==> config.mk <==
export PLATFORM = sky130hd
export DESIGN_NAME = keypad_debounce_event_mapper_flat
export DESIGN_NICKNAME = d
export VERILOG_FILES = /design/src/rtl/core/kdem_pkg.sv /design/src/rtl/core/kdem_if.sv /design/src/rtl/core/keypad_debounce_event_mapper.sv /design/src/flat_wrapper.sv
export SDC_FILE = /design/constraint.sdc
export NUM_CORES = 1
export LEC_CHECK = 0
export BUFFER_PORTS_ARGS = -buffer_cell sky130_fd_sc_hd__buf_2
export CORE_MARGIN = 1.5
export CORE_UTILIZATION = 64
export DETAILED_ROUTE_END_ITERATION = 8
export PLACE_DENSITY = 0.95
export SLEW_MARGIN = 10
export SYNTH_ARGS = -nofsm -noshare
export SYNTH_HDL_FRONTEND = slang
export SYNTH_SLANG_ARGS = --single-unit
==> constraint.sdc <==
create_clock -name clock -period 6.95 [get_ports clock]
set_input_delay 0.3475 -clock clock [delete_from_list [all_inputs] [get_ports clock]]
set_output_delay 0.3475 -clock clock [all_outputs]
set_load 0.03 [all_outputs]
==> src/rtl/core/kdem_pkg.sv <==
// Package for the keypad debounce and event mapper: types, codes and key mapping.
package kdem_pkg;

   typedef logic [3:0] key_idx_type;
   typedef logic [4:0] cand_type;
   typedef logic [3:0] key_role_type;

   localparam cand_type  NoKey         = 5'd16;
   localparam logic [7:0] DebounceReset = 8'd20;

   // key functions above the digits
   localparam key_role_type FnMode   = 4'd10;
   localparam key_role_type FnSet    = 4'd11;
   localparam key_role_type FnEnter  = 4'd12;
   localparam key_role_type FnInc    = 4'd13;
   localparam key_role_type FnDec    = 4'd14;
   localparam key_role_type FnCancel = 4'd15;
   localparam key_role_type LastDigit = 4'd9;

   // system modes
   localparam logic [2:0] ModeClock     = 3'd0;
   localparam logic [2:0] ModeMenu      = 3'd1;
   localparam logic [2:0] ModeNumber    = 3'd2;
   localparam logic [2:0] ModeStopwatch = 3'd3;

   // event codes
   localparam logic [3:0] EvMenuSelect = 4'd0;
   localparam logic [3:0] EvNumber     = 4'd1;
   localparam logic [3:0] EvModeChange = 4'd2;
   localparam logic [3:0] EvSet        = 4'd3;
   localparam logic [3:0] EvInc        = 4'd4;
   localparam logic [3:0] EvDec        = 4'd5;
   localparam logic [3:0] EvSwToggle   = 4'd6;
   localparam logic [3:0] EvEnter      = 4'd7;
   localparam logic [3:0] EvSwReset    = 4'd8;
   localparam logic [3:0] EvDispUpdate = 4'd9;
   localparam logic [3:0] EvCancel     = 4'd10;

   typedef struct packed {
      logic [3:0] event_code;
      logic [3:0] event_arg;
      logic [2:0] event_mode;
      logic       last_of_run;
   } event_type;

   typedef struct packed {
      logic      two;
      event_type first;
      event_type second;
   } event_pair_type;

   function automatic key_role_type key_role(input key_idx_type key);
      key_role_type f;
      case (key)
         4'd0:    f = 4'd7;
         4'd1:    f = 4'd8;
         4'd2:    f = 4'd9;
         4'd3:    f = FnMode;
         4'd4:    f = 4'd4;
         4'd5:    f = 4'd5;
         4'd6:    f = 4'd6;
         4'd7:    f = FnSet;
         4'd8:    f = 4'd1;
         4'd9:    f = 4'd2;
         4'd10:   f = 4'd3;
         4'd11:   f = FnEnter;
         4'd12:   f = 4'd0;
         4'd13:   f = FnInc;
         4'd14:   f = FnDec;
         default: f = FnCancel;
      endcase
      return f;
   endfunction

   function automatic event_pair_type map_events(input key_idx_type key,
                                                 input logic [2:0] mode);
      event_pair_type p;
      key_role_type   f;
      f = key_role(key);
      p.two = 1'b0;
      p.first.event_code  = EvCancel;
      p.first.event_arg   = 4'd0;
      p.first.event_mode  = mode;
      p.first.last_of_run = 1'b1;
      p.second.event_code  = EvDispUpdate;
      p.second.event_arg   = 4'd0;
      p.second.event_mode  = mode;
      p.second.last_of_run = 1'b1;
      if (f <= LastDigit) begin
         p.first.event_code = (mode == ModeMenu) ? EvMenuSelect : EvNumber;
         p.first.event_arg  = f;
      end else begin
         case (f)
            FnMode: begin
               p.first.event_code = EvModeChange;
               p.first.event_arg  = (mode == ModeClock) ? 4'(ModeMenu) : 4'(ModeClock);
            end
            FnSet: begin
               if (mode == ModeClock) begin
                  p.first.event_code = EvModeChange;
                  p.first.event_arg  = 4'(ModeNumber);
               end else begin
                  p.first.event_code = EvSet;
               end
            end
            FnInc:   p.first.event_code = EvInc;
            FnDec:   p.first.event_code = EvDec;
            FnEnter: p.first.event_code = (mode == ModeStopwatch) ? EvSwToggle : EvEnter;
            default: begin
               if (mode == ModeStopwatch) begin
                  p.two               = 1'b1;
                  p.first.event_code  = EvSwReset;
                  p.first.last_of_run = 1'b0;
               end
            end
         endcase
      end
      return p;
   endfunction

endpackage

==> src/rtl/core/kdem_if.sv <==
// Channel interfaces for the keypad debounce and event mapper.
interface kdem_req_if;
   logic        valid;
   logic        ready;
   logic [15:0] key_lines;
   logic [31:0] now_ms;
   logic [2:0]  sys_mode;
   modport source (output valid, key_lines, now_ms, sys_mode, input ready);
   modport sink (input valid, key_lines, now_ms, sys_mode, output ready);
endinterface

interface kdem_rsp_if;
   logic       valid;
   logic       ready;
   logic [3:0] event_code;
   logic [3:0] event_arg;
   logic [2:0] event_mode;
   logic       last_of_run;
   modport source (output valid, event_code, event_arg, event_mode, last_of_run,
                   input ready);
   modport sink (input valid, event_code, event_arg, event_mode, last_of_run,
                 output ready);
endinterface

interface kdem_csr_if;
   logic       valid;
   logic       ready;
   logic [7:0] debounce_ms;
   modport source (output valid, debounce_ms, input ready);
   modport sink (input valid, debounce_ms, output ready);
endinterface

==> src/rtl/core/keypad_debounce_event_mapper.sv <==
// Keypad debounce and event mapper top level.
//  channel | dir | payload                                        | transaction
//  req     | in  | key_lines, now_ms, sys_mode                    | valid & ready
//  rsp     | out | event_code, event_arg, event_mode, last_of_run | valid & ready
//  csr     | in  | debounce_ms                                    | valid & ready
// One poll per cycle while req.ready is high; state updates at the edge that accepts the transaction.
// Events go to a three-entry output queue; into an empty queue, the first shows on rsp the next cycle.
// A stopwatch cancel adds two events, the second queued behind the first.
// req.ready is low while the queue holds two or more events; csr.ready is always high.
// Synchronous reset clears the latch, candidate, queue count and sets debounce to 20.
module keypad_debounce_event_mapper (
   input logic         clock,
   input logic         reset,
   kdem_req_if.sink    req,
   kdem_rsp_if.source  rsp,
   kdem_csr_if.sink    csr
);

   logic [7:0]  debounce_ff;
   logic        latched_ff, latched_in;
   logic [4:0]  cand_ff, cand_in;
   logic [31:0] since_ff, since_in;
   kdem_pkg::event_type q_ff [3];
   kdem_pkg::event_type q_in [3];
   kdem_pkg::event_type shifted [3];
   logic [1:0]  cnt_ff, cnt_in;

   logic        accept, pop, found, fire;
   logic [3:0]  key_idx;
   logic [31:0] elapsed;
   logic [1:0]  base, push_n;
   kdem_pkg::event_pair_type pair;

   assign accept = req.valid && req.ready;
   assign pop    = rsp.valid && rsp.ready;

   always_comb begin
      found   = 1'b0;
      key_idx = 4'd0;
      for (int i = 15; i >= 0; i--) begin
         if (req.key_lines[i]) begin
            found   = 1'b1;
            key_idx = 4'(i);
         end
      end
   end

   assign elapsed = req.now_ms - since_ff;
   assign fire    = found && !latched_ff && (cand_ff == {1'b0, key_idx})
                    && (elapsed >= {24'd0, debounce_ff});
   assign pair    = kdem_pkg::map_events(key_idx, req.sys_mode);

   always_comb begin
      latched_in = latched_ff;
      cand_in    = cand_ff;
      since_in   = since_ff;
      if (accept) begin
         if (!found) begin
            latched_in = 1'b0;
            cand_in    = kdem_pkg::NoKey;
         end else if (latched_ff) begin
            since_in = req.now_ms;
         end else if (cand_ff != {1'b0, key_idx}) begin
            since_in = req.now_ms;
            cand_in  = {1'b0, key_idx};
         end else if (fire) begin
            latched_in = 1'b1;
         end
      end
   end

   always_comb begin
      push_n = (accept && fire) ? (pair.two ? 2'd2 : 2'd1) : 2'd0;
      base   = cnt_ff - {1'b0, pop};
      if (pop) begin
         shifted[0] = q_ff[1];
         shifted[1] = q_ff[2];
         shifted[2] = q_ff[2];
      end else begin
         shifted[0] = q_ff[0];
         shifted[1] = q_ff[1];
         shifted[2] = q_ff[2];
      end
      for (int i = 0; i < 3; i++) begin
         q_in[i] = shifted[i];
         if (push_n != 2'd0 && base == 2'(i))
            q_in[i] = pair.first;
         if (push_n == 2'd2 && (base + 2'd1) == 2'(i))
            q_in[i] = pair.second;
      end
      cnt_in = base + push_n;
   end

   always_ff @(posedge clock) begin
      if (reset) begin
         debounce_ff <= kdem_pkg::DebounceReset;
         latched_ff  <= 1'b0;
         cand_ff     <= kdem_pkg::NoKey;
         since_ff    <= 32'd0;
         cnt_ff      <= 2'd0;
      end else begin
         if (csr.valid && csr.ready)
            debounce_ff <= csr.debounce_ms;
         latched_ff <= latched_in;
         cand_ff    <= cand_in;
         since_ff   <= since_in;
         cnt_ff     <= cnt_in;
      end
   end

   always_ff @(posedge clock) begin
      q_ff <= q_in;
   end

   assign req.ready       = !cnt_ff[1];
   assign csr.ready       = 1'b1;
   assign rsp.valid       = (cnt_ff != 2'd0);
   assign rsp.event_code  = q_ff[0].event_code;
   assign rsp.event_arg   = q_ff[0].event_arg;
   assign rsp.event_mode  = q_ff[0].event_mode;
   assign rsp.last_of_run = q_ff[0].last_of_run;

`ifndef SYNTHESIS
   a_fire_latches: assert property (@(posedge clock) disable iff (reset)
      accept && fire |=> latched_ff)
      else $error("accepted press did not latch");

   a_release_clears: assert property (@(posedge clock) disable iff (reset)
      accept && !found |=> !latched_ff && cand_ff == kdem_pkg::NoKey)
      else $error("release did not clear latch and candidate");

   a_pair_queued: assert property (@(posedge clock) disable iff (reset)
      accept && fire && pair.two |=> cnt_ff >= 2'd2)
      else $error("two-event press not queued");

   a_pop_only: assert property (@(posedge clock) disable iff (reset)
      pop && !accept |=> cnt_ff == $past(cnt_ff) - 2'd1)
      else $error("queue count wrong after pop");
`endif

endmodule
==> src/flat_wrapper.sv <==
// flat-port wrapper written by rule: the top's interface ports become plain ports
module keypad_debounce_event_mapper_flat 
  (clock, reset, req_valid, req_key_lines, req_now_ms, req_sys_mode, req_ready, rsp_valid, rsp_event_code, rsp_event_arg, rsp_event_mode, rsp_last_of_run, rsp_ready, csr_valid, csr_debounce_ms, csr_ready);
  kdem_req_if req_i ();
  kdem_rsp_if rsp_i ();
  kdem_csr_if csr_i ();
  input logic clock;
  input logic reset;
  input wire logic [$bits(req_i.valid)-1:0] req_valid;
  input wire logic [$bits(req_i.key_lines)-1:0] req_key_lines;
  input wire logic [$bits(req_i.now_ms)-1:0] req_now_ms;
  input wire logic [$bits(req_i.sys_mode)-1:0] req_sys_mode;
  output wire logic [$bits(req_i.ready)-1:0] req_ready;
  output wire logic [$bits(rsp_i.valid)-1:0] rsp_valid;
  output wire logic [$bits(rsp_i.event_code)-1:0] rsp_event_code;
  output wire logic [$bits(rsp_i.event_arg)-1:0] rsp_event_arg;
  output wire logic [$bits(rsp_i.event_mode)-1:0] rsp_event_mode;
  output wire logic [$bits(rsp_i.last_of_run)-1:0] rsp_last_of_run;
  input wire logic [$bits(rsp_i.ready)-1:0] rsp_ready;
  input wire logic [$bits(csr_i.valid)-1:0] csr_valid;
  input wire logic [$bits(csr_i.debounce_ms)-1:0] csr_debounce_ms;
  output wire logic [$bits(csr_i.ready)-1:0] csr_ready;
  assign req_i.valid = req_valid;
  assign req_i.key_lines = req_key_lines;
  assign req_i.now_ms = req_now_ms;
  assign req_i.sys_mode = req_sys_mode;
  assign req_ready = req_i.ready;
  assign rsp_valid = rsp_i.valid;
  assign rsp_event_code = rsp_i.event_code;
  assign rsp_event_arg = rsp_i.event_arg;
  assign rsp_event_mode = rsp_i.event_mode;
  assign rsp_last_of_run = rsp_i.last_of_run;
  assign rsp_i.ready = rsp_ready;
  assign csr_i.valid = csr_valid;
  assign csr_i.debounce_ms = csr_debounce_ms;
  assign csr_ready = csr_i.ready;
  keypad_debounce_event_mapper u_core (.clock(clock), .reset(reset), .req(req_i), .rsp(rsp_i), .csr(csr_i));
endmodule
-- After elaboration in Yosys (flattened, before gate mapping)
Memories as Yosys holds them, arrays and structs flattened.
Cells that the tools add are included.
- $add $sub $neg: 4
- reduce and logical (&&, ||, !) cells: 28
- equal/unequal tests: 16
- $lt $le $gt $ge: 2
- muxes and demuxes: 64
- operators with widths (kind ; count):
    2-to-1 mux 4 bit ; 19
    2-to-1 mux 32 bit ; 2
    2-to-1 mux 12 bit ; 3
    2-to-1 mux 36 bit ; 1
    greater-or-equal comparator 32 x 8 -> 1 bit ; 1
    subtractor 32 bit ; 1
    2-to-1 mux 1 bit ; 29
    == test 4 bit (second input constant) ; 5
    2-to-1 mux 5 bit ; 4
    one-hot mux 4 bit (5 select lines) ; 1
    logical AND 1 bit ; 12
    nonzero test 2 bit ; 6
    2-to-1 mux 8 bit ; 1
    one-hot mux 4 bit (2 select lines) ; 1
    == test 2 bit (second input constant) ; 3
    2-to-1 mux 2 bit ; 3
    AND reduction 3 bit ; 2
    nonzero test 3 bit ; 2
    == test 5 x 4 -> 1 bit ; 1
    != test 5 x 4 -> 1 bit ; 1
    OR reduction 5 bit ; 1
    == test 2 x 1 -> 1 bit (second input constant) ; 2
    <= comparator 4 bit (second input constant) ; 1
    zero test 2 bit ; 2
    8 further kinds ; 10
- flip-flop bits (word level): 84
- memories kept: 1
- bits in read-only memories: 64
- input bits: 64
- output and inout bits: 15
- memory list (memory ; words ; width ; rd ports ; clocked after Yosys merged registers in ; write ports ; RTL line ; source):
    (name not given) ; 16 ; 4 ; 1 ; 0 ; 0 ; kdem_pkg.sv:54 ; case (key)

-- Depth between registers and ports, before layout
An unclocked memory read counts as a cell.
- depth in word-level cells: 27
- depth in mapped cells: 24

-- Least setup slack after synthesis
Ideal clock, no wire load.
- path kind: input port to flip-flop
- start: in req_now_ms[0]
- end: reg u_core.cnt_ff[1]
- data required time: 6.822 ns
- library setup time: 0.128 ns
- arrival time: 4.704 ns
- stages: 23
- path slack: 2.118 ns
- path buffers: 2
- cell sequence: inv_1 > ha_1 > inv_1 > fa_1 > a211oi_1 > o21ai_0 > xor2_1 > ha_1 > a21o_1 > a222oi_1 > o2111ai_1 > a221oi_1 > nand4b_1 > nor4_1 > nand4_2 > o41ai_4 > buf_4 > buf_4 > nor2b_1 > ha_1 > xnor2_1 > xnor2_1 > nor2_1
- word-level cells in the longest chain between the ends: 6
- ends and longest elaborated chain (element ; RTL line ; source):
    start: declaration ; flat_wrapper.sv:11 ; input wire logic [$bits(req_i.now_ms)-1:0] req_now_ms;
    subtractor 32 bit ; keypad_debounce_event_mapper.sv:48 ; assign elapsed = req.now_ms - since_ff;
    greater-or-equal comparator 32 x 8 -> 1 bit ; keypad_debounce_event_mapper.sv:50 ; && (elapsed >= {24'd0, debounce_ff});
    logical AND 1 bit ; keypad_debounce_event_mapper.sv:50 ;
    logical AND 1 bit ; keypad_debounce_event_mapper.sv:73 ; push_n = (accept && fire) ? (pair.two ? 2'd2 : 2'd1) : 2'd0;
    2-to-1 mux 2 bit ; keypad_debounce_event_mapper.sv:73 ;
    adder 2 bit ; keypad_debounce_event_mapper.sv:91 ; cnt_in = base + push_n;
    end signal: assignment ; keypad_debounce_event_mapper.sv:107 ; cnt_ff <= cnt_in;
    end: declaration ; keypad_debounce_event_mapper.sv:26 ; logic [1:0] cnt_ff, cnt_in;
No other way between the ends.
A chain may end at the register's enable or synchronous reset.

-- Final worst setup path
- start: reg u_core.since_ff[0]
- end: reg u_core.cnt_ff[1]
- word-level cells in the longest chain between the ends: 6
- ends and longest elaborated chain (element ; RTL line ; source):
    start: declaration ; keypad_debounce_event_mapper.sv:22 ; logic [31:0] since_ff, since_in;
    start signal: assignment ; keypad_debounce_event_mapper.sv:106 ; since_ff <= since_in;
    subtractor 32 bit ; keypad_debounce_event_mapper.sv:48 ;
    greater-or-equal comparator 32 x 8 -> 1 bit ; keypad_debounce_event_mapper.sv:50 ;
    logical AND 1 bit ; keypad_debounce_event_mapper.sv:50 ;
    logical AND 1 bit ; keypad_debounce_event_mapper.sv:73 ;
    2-to-1 mux 2 bit ; keypad_debounce_event_mapper.sv:73 ;
    adder 2 bit ; keypad_debounce_event_mapper.sv:91 ;
No other way between the ends.

==> results_dict.tcl <==
set metrics [dict create \
    remaining_max_slew_budget_at_the_tightest_pin_pct 39.1 \
    ys_warn_count 0 \
    synth_mux_area_share_pct 10.3 \
    yosysSeqAreaShare_pct 27.5 \
    post-synth-top-area-cell "dfxtp_1" \
    area_taken_by_multi_input_logic_gates_mm2 0.00416 \
    final.min_clock_period_ns 5.17 \
    clock-root-buffer "clkbuf_8" \
    mostFrequentLayoutCell "nor2_1" \
    mappedNetlistNets 913 \
    number_of_antenna_violations_at_the_first_check_in_global_routing 0 \
    htree_levels 3 \
    post_synth_fa_ha_maj_area_fraction_pct 9.06 \
    yosys.area_share.xor_xnor_pct 4.22 \
    cellLeakagePower_nw 2.94 \
    clkLatencyLatePin_ns 0.37 \
    most_frequent_cells_in_the_layout "nor2_1 (95), buf_2 (77), dfxtp_1 (75)" \
    final_skew_ns 0.0197 \
    die_area_mm2 0.0107 \
    post_drt_via_cell_ratio 6.29 \
    cell_count_final_fillers_out 980 \
    grt_setup_unrepaired "no" \
    floorplan.die.height_um 103 \
    finalHoldViolCount 0 \
    clock_sinks 84 \
    pwr_density_cell_mw_per_mm2 311 \
    setup_viol 0 \
    report.power.total_w 0.00217 \
    placed_cells_incl_taps 964 \
    floorplan.die.width_um 103 \
    grt_pass1_vias 5654 \
    cts_tree "yes" \
    slowest_stage "fa_1" \
    antenna_cells_inserted 0 \
    cts_setup_buffers 0 \
    netlist_area_mm2 0.00643 \
    postCtsResizedCells 0 \
    route.vias.total 6163 \
    totalNegativeSetupSlack_ns 0 \
    finalWorstSetupSlack_ns 1.78 \
    timing.critical_path.cells "ha_1 -> inv_1 -> fa_1 -> a211oi_1 -> o21ai_0 -> xor2_1 -> ha_1 -> a21o_1 -> a222oi_1 -> o2111ai_1 -> a221oi_1 -> nand4b_1 -> nor4_1 -> nand4_2 -> o41ai_4 -> buf_4 -> nor2b_1 -> ha_1 -> xnor2_1 -> xnor2_1 -> nor2_1" \
    holdCritPathClass "in2reg" \
    aggregate_global_routing_overflow 0 \
    synth_compound_area_share_pct 21.3 \
    initial_core_util_pct 65.8 \
    worst_slew_pin_slew_ns 0.913 \
    crit_required_ns 7.19 \
    crit_path_max_incr_delay_ns 0.43 \
    outcome "completed" \
    synth_enable_flop_cells 9 \
    period_share_pct 74.4 \
    avgSynthCellArea_um2 8.01 \
    post_synth_num_cell_types 76 \
    timing.setup.critical_path_class "reg2reg" \
    floorplan.rows 36 \
    drc 0 \
    critPathLaunchType "flop" \
    post_route_cells_drive_above_1_share_pct 14.9 \
    port-buffer-count 77 \
    grt_max_degree 47 \
    slew_violations 0 \
    highest_fanout_seen_on_the_critical_path 31 \
    ir_drop_mv 0.167 \
    largest_family_of_logic_cells_by_synthesized_area "compound AO/OA/AOI/OAI gates" \
    wl_per_cell_um 16.1 \
    drt_wirelength_um 15800 \
    drv_cap 0 \
    placement.setup.worst_slack_ns 1.66 \
    clock.fmax_mhz 193 \
    antenna_left 0 \
    synth_flop_cell "dfxtp_1" \
    synth-async-reset-ratio_pct 0 \
    total_clock_buffers_created_by_cts 9 \
    synth_area_leaders "dfxtp_1 (23%), mux2i_1 (8.9%), ha_1 (8.8%), nor2_1 (5.5%), a21oi_1 (4.3%)" \
    drt_pre_antenna_iters 5 \
    synthSimpleGateAreaFrac_pct 19.6 \
    netlist.area_leader.share_pct 23.3 \
    seqCellArea_mm2 0.00177 \
    core_region_area_mm2 0.00977 \
    cts.reportedPaths.clkPinSlew_ns 0.10 \
    hpwl_after_dpl_um 11300 \
    grt_usage_pct 30.0 \
    drtIter0Drc 412 \
    layout-area-overhead-vs-synth_pct 8.36 \
    setup.worst_path.end_class "flop" \
    synth.ff_latch_count 84 \
    post_cts_hold_buffer_count 0 \
    max-clock-path-buffers 2 \
    syn-instance-count 803 \
    num_io_pins 79 \
    finish.net_count 952 \
    grt_first_pass_wirelength_um 25400 \
    place.gp.congestion 0.929 \
    cpMostUsedCell "ha_1" \
    nFillCells 774 \
    worstPathArrival_ns 5.41 \
]
==> flip-flops by register name (all words and copies together), names as in the netlist <==
name,flops
u_core.q_ff,24
u_core.rsp.event_mode,3
u_core.latched_ff,1
u_core.cand_ff,5
u_core.rsp.event_code,4
u_core.since_ff,32
u_core.debounce_ff,8
u_core.cnt_ff,2
u_core.rsp.last_of_run,1
u_core.rsp.event_arg,4
==> final timing paths <==
kind         cells past startpoint                from  slack (ns)                     to
max                             21  u_core.since_ff[0]        1.78       u_core.cnt_ff[1]
min                              3  csr_debounce_ms[2]        0.20  u_core.debounce_ff[2]
max reg2reg                     21  u_core.since_ff[0]        1.78       u_core.cnt_ff[1]
min reg2reg                      1      u_core.q_ff[0]        0.49         u_core.q_ff[0]
==> cell usage after synthesis (all sizes together) (5+ instances only) <==
library cell,count
nor3,30
inv,62
clkbuf,20
edfxtp,9
nand2b,6
mux2i,57
mux2,8
nand2,47
nand3,23
a21oi,58
or2,8
nor4,7
o211ai,11
o41ai,5
buf,32
ha,45
xor2,15
nor2,99
nand4,16
a31oi,9
dfxtp,75
nor2b,6
xnor2,16
or4,5
a21o,9
o21a,6
a211oi,22
or3,5
o21ai,38
==> final cells by class <==
cell class              count  share of cell area [%]
clock inverters             7                    1.58
well taps                 133                    2.39
flip-flops and latches     84                    25.4
repair buffers             80                    5.85
inverters                  62                    3.34
multi-input cells         605                    59.6
clock buffers               9                    1.78
==> metrics by stage <==
step / util [%] / hold slack, ns / cell area, um2
6_report: 71.3 / 0.205 / 6970
4_1_cts: 71.3 / 0.206 / 6970
2_1_floorplan: - / 0.432 / 6430
5_1_grt: 71.3 / 0.204 / 6970
3_5_place_dp: 68.9 / 0.453 / 6740
3_3_place_gp: 68.9 / 0.455 / 6740
==> power breakdown <==
group | switching, W | total [W] | internal [W]
clock network | 0.000209 | 0.000417 | 0.000208
logic | 0.000681 | 0.00108 | 0.000402
registers | 0.0000589 | 0.000666 | 0.000607
==> layer usage <==
metal	wire length, um	vias to the layer above	global-route usage [%]
met4	403	0	11.0
met3	1040	49	4.84
met5	0	-	0
li1	-	2953	-
met2	7580	283	52.0
met1	6730	2878	37.7
==> critical path, delay by kind of cell, from the launching register on <==
kind | cells | cell delay [ns]
XOR/XNOR | 3 | 0.51
adder cells (fa/ha/maj) | 4 | 1.09
flip-flops | 1 | 0.35
AO/OA/AOI/OAI | 7 | 1.80
AND/OR/NAND/NOR | 5 | 0.87
buffers and inverters | 2 | 0.42
==> logic make-up after synthesis <==
kind of cell             count (synthesis)
buffers and inverters                  114
other                                    1
multiplexers                            65
AND/OR/NAND/NOR                        265
AO/OA/AOI/OAI                          197
flip-flops                              84
adder cells (fa/ha/maj)                 46
XOR/XNOR                                31
No activity file was read; power rests on OpenSTA's default activity.
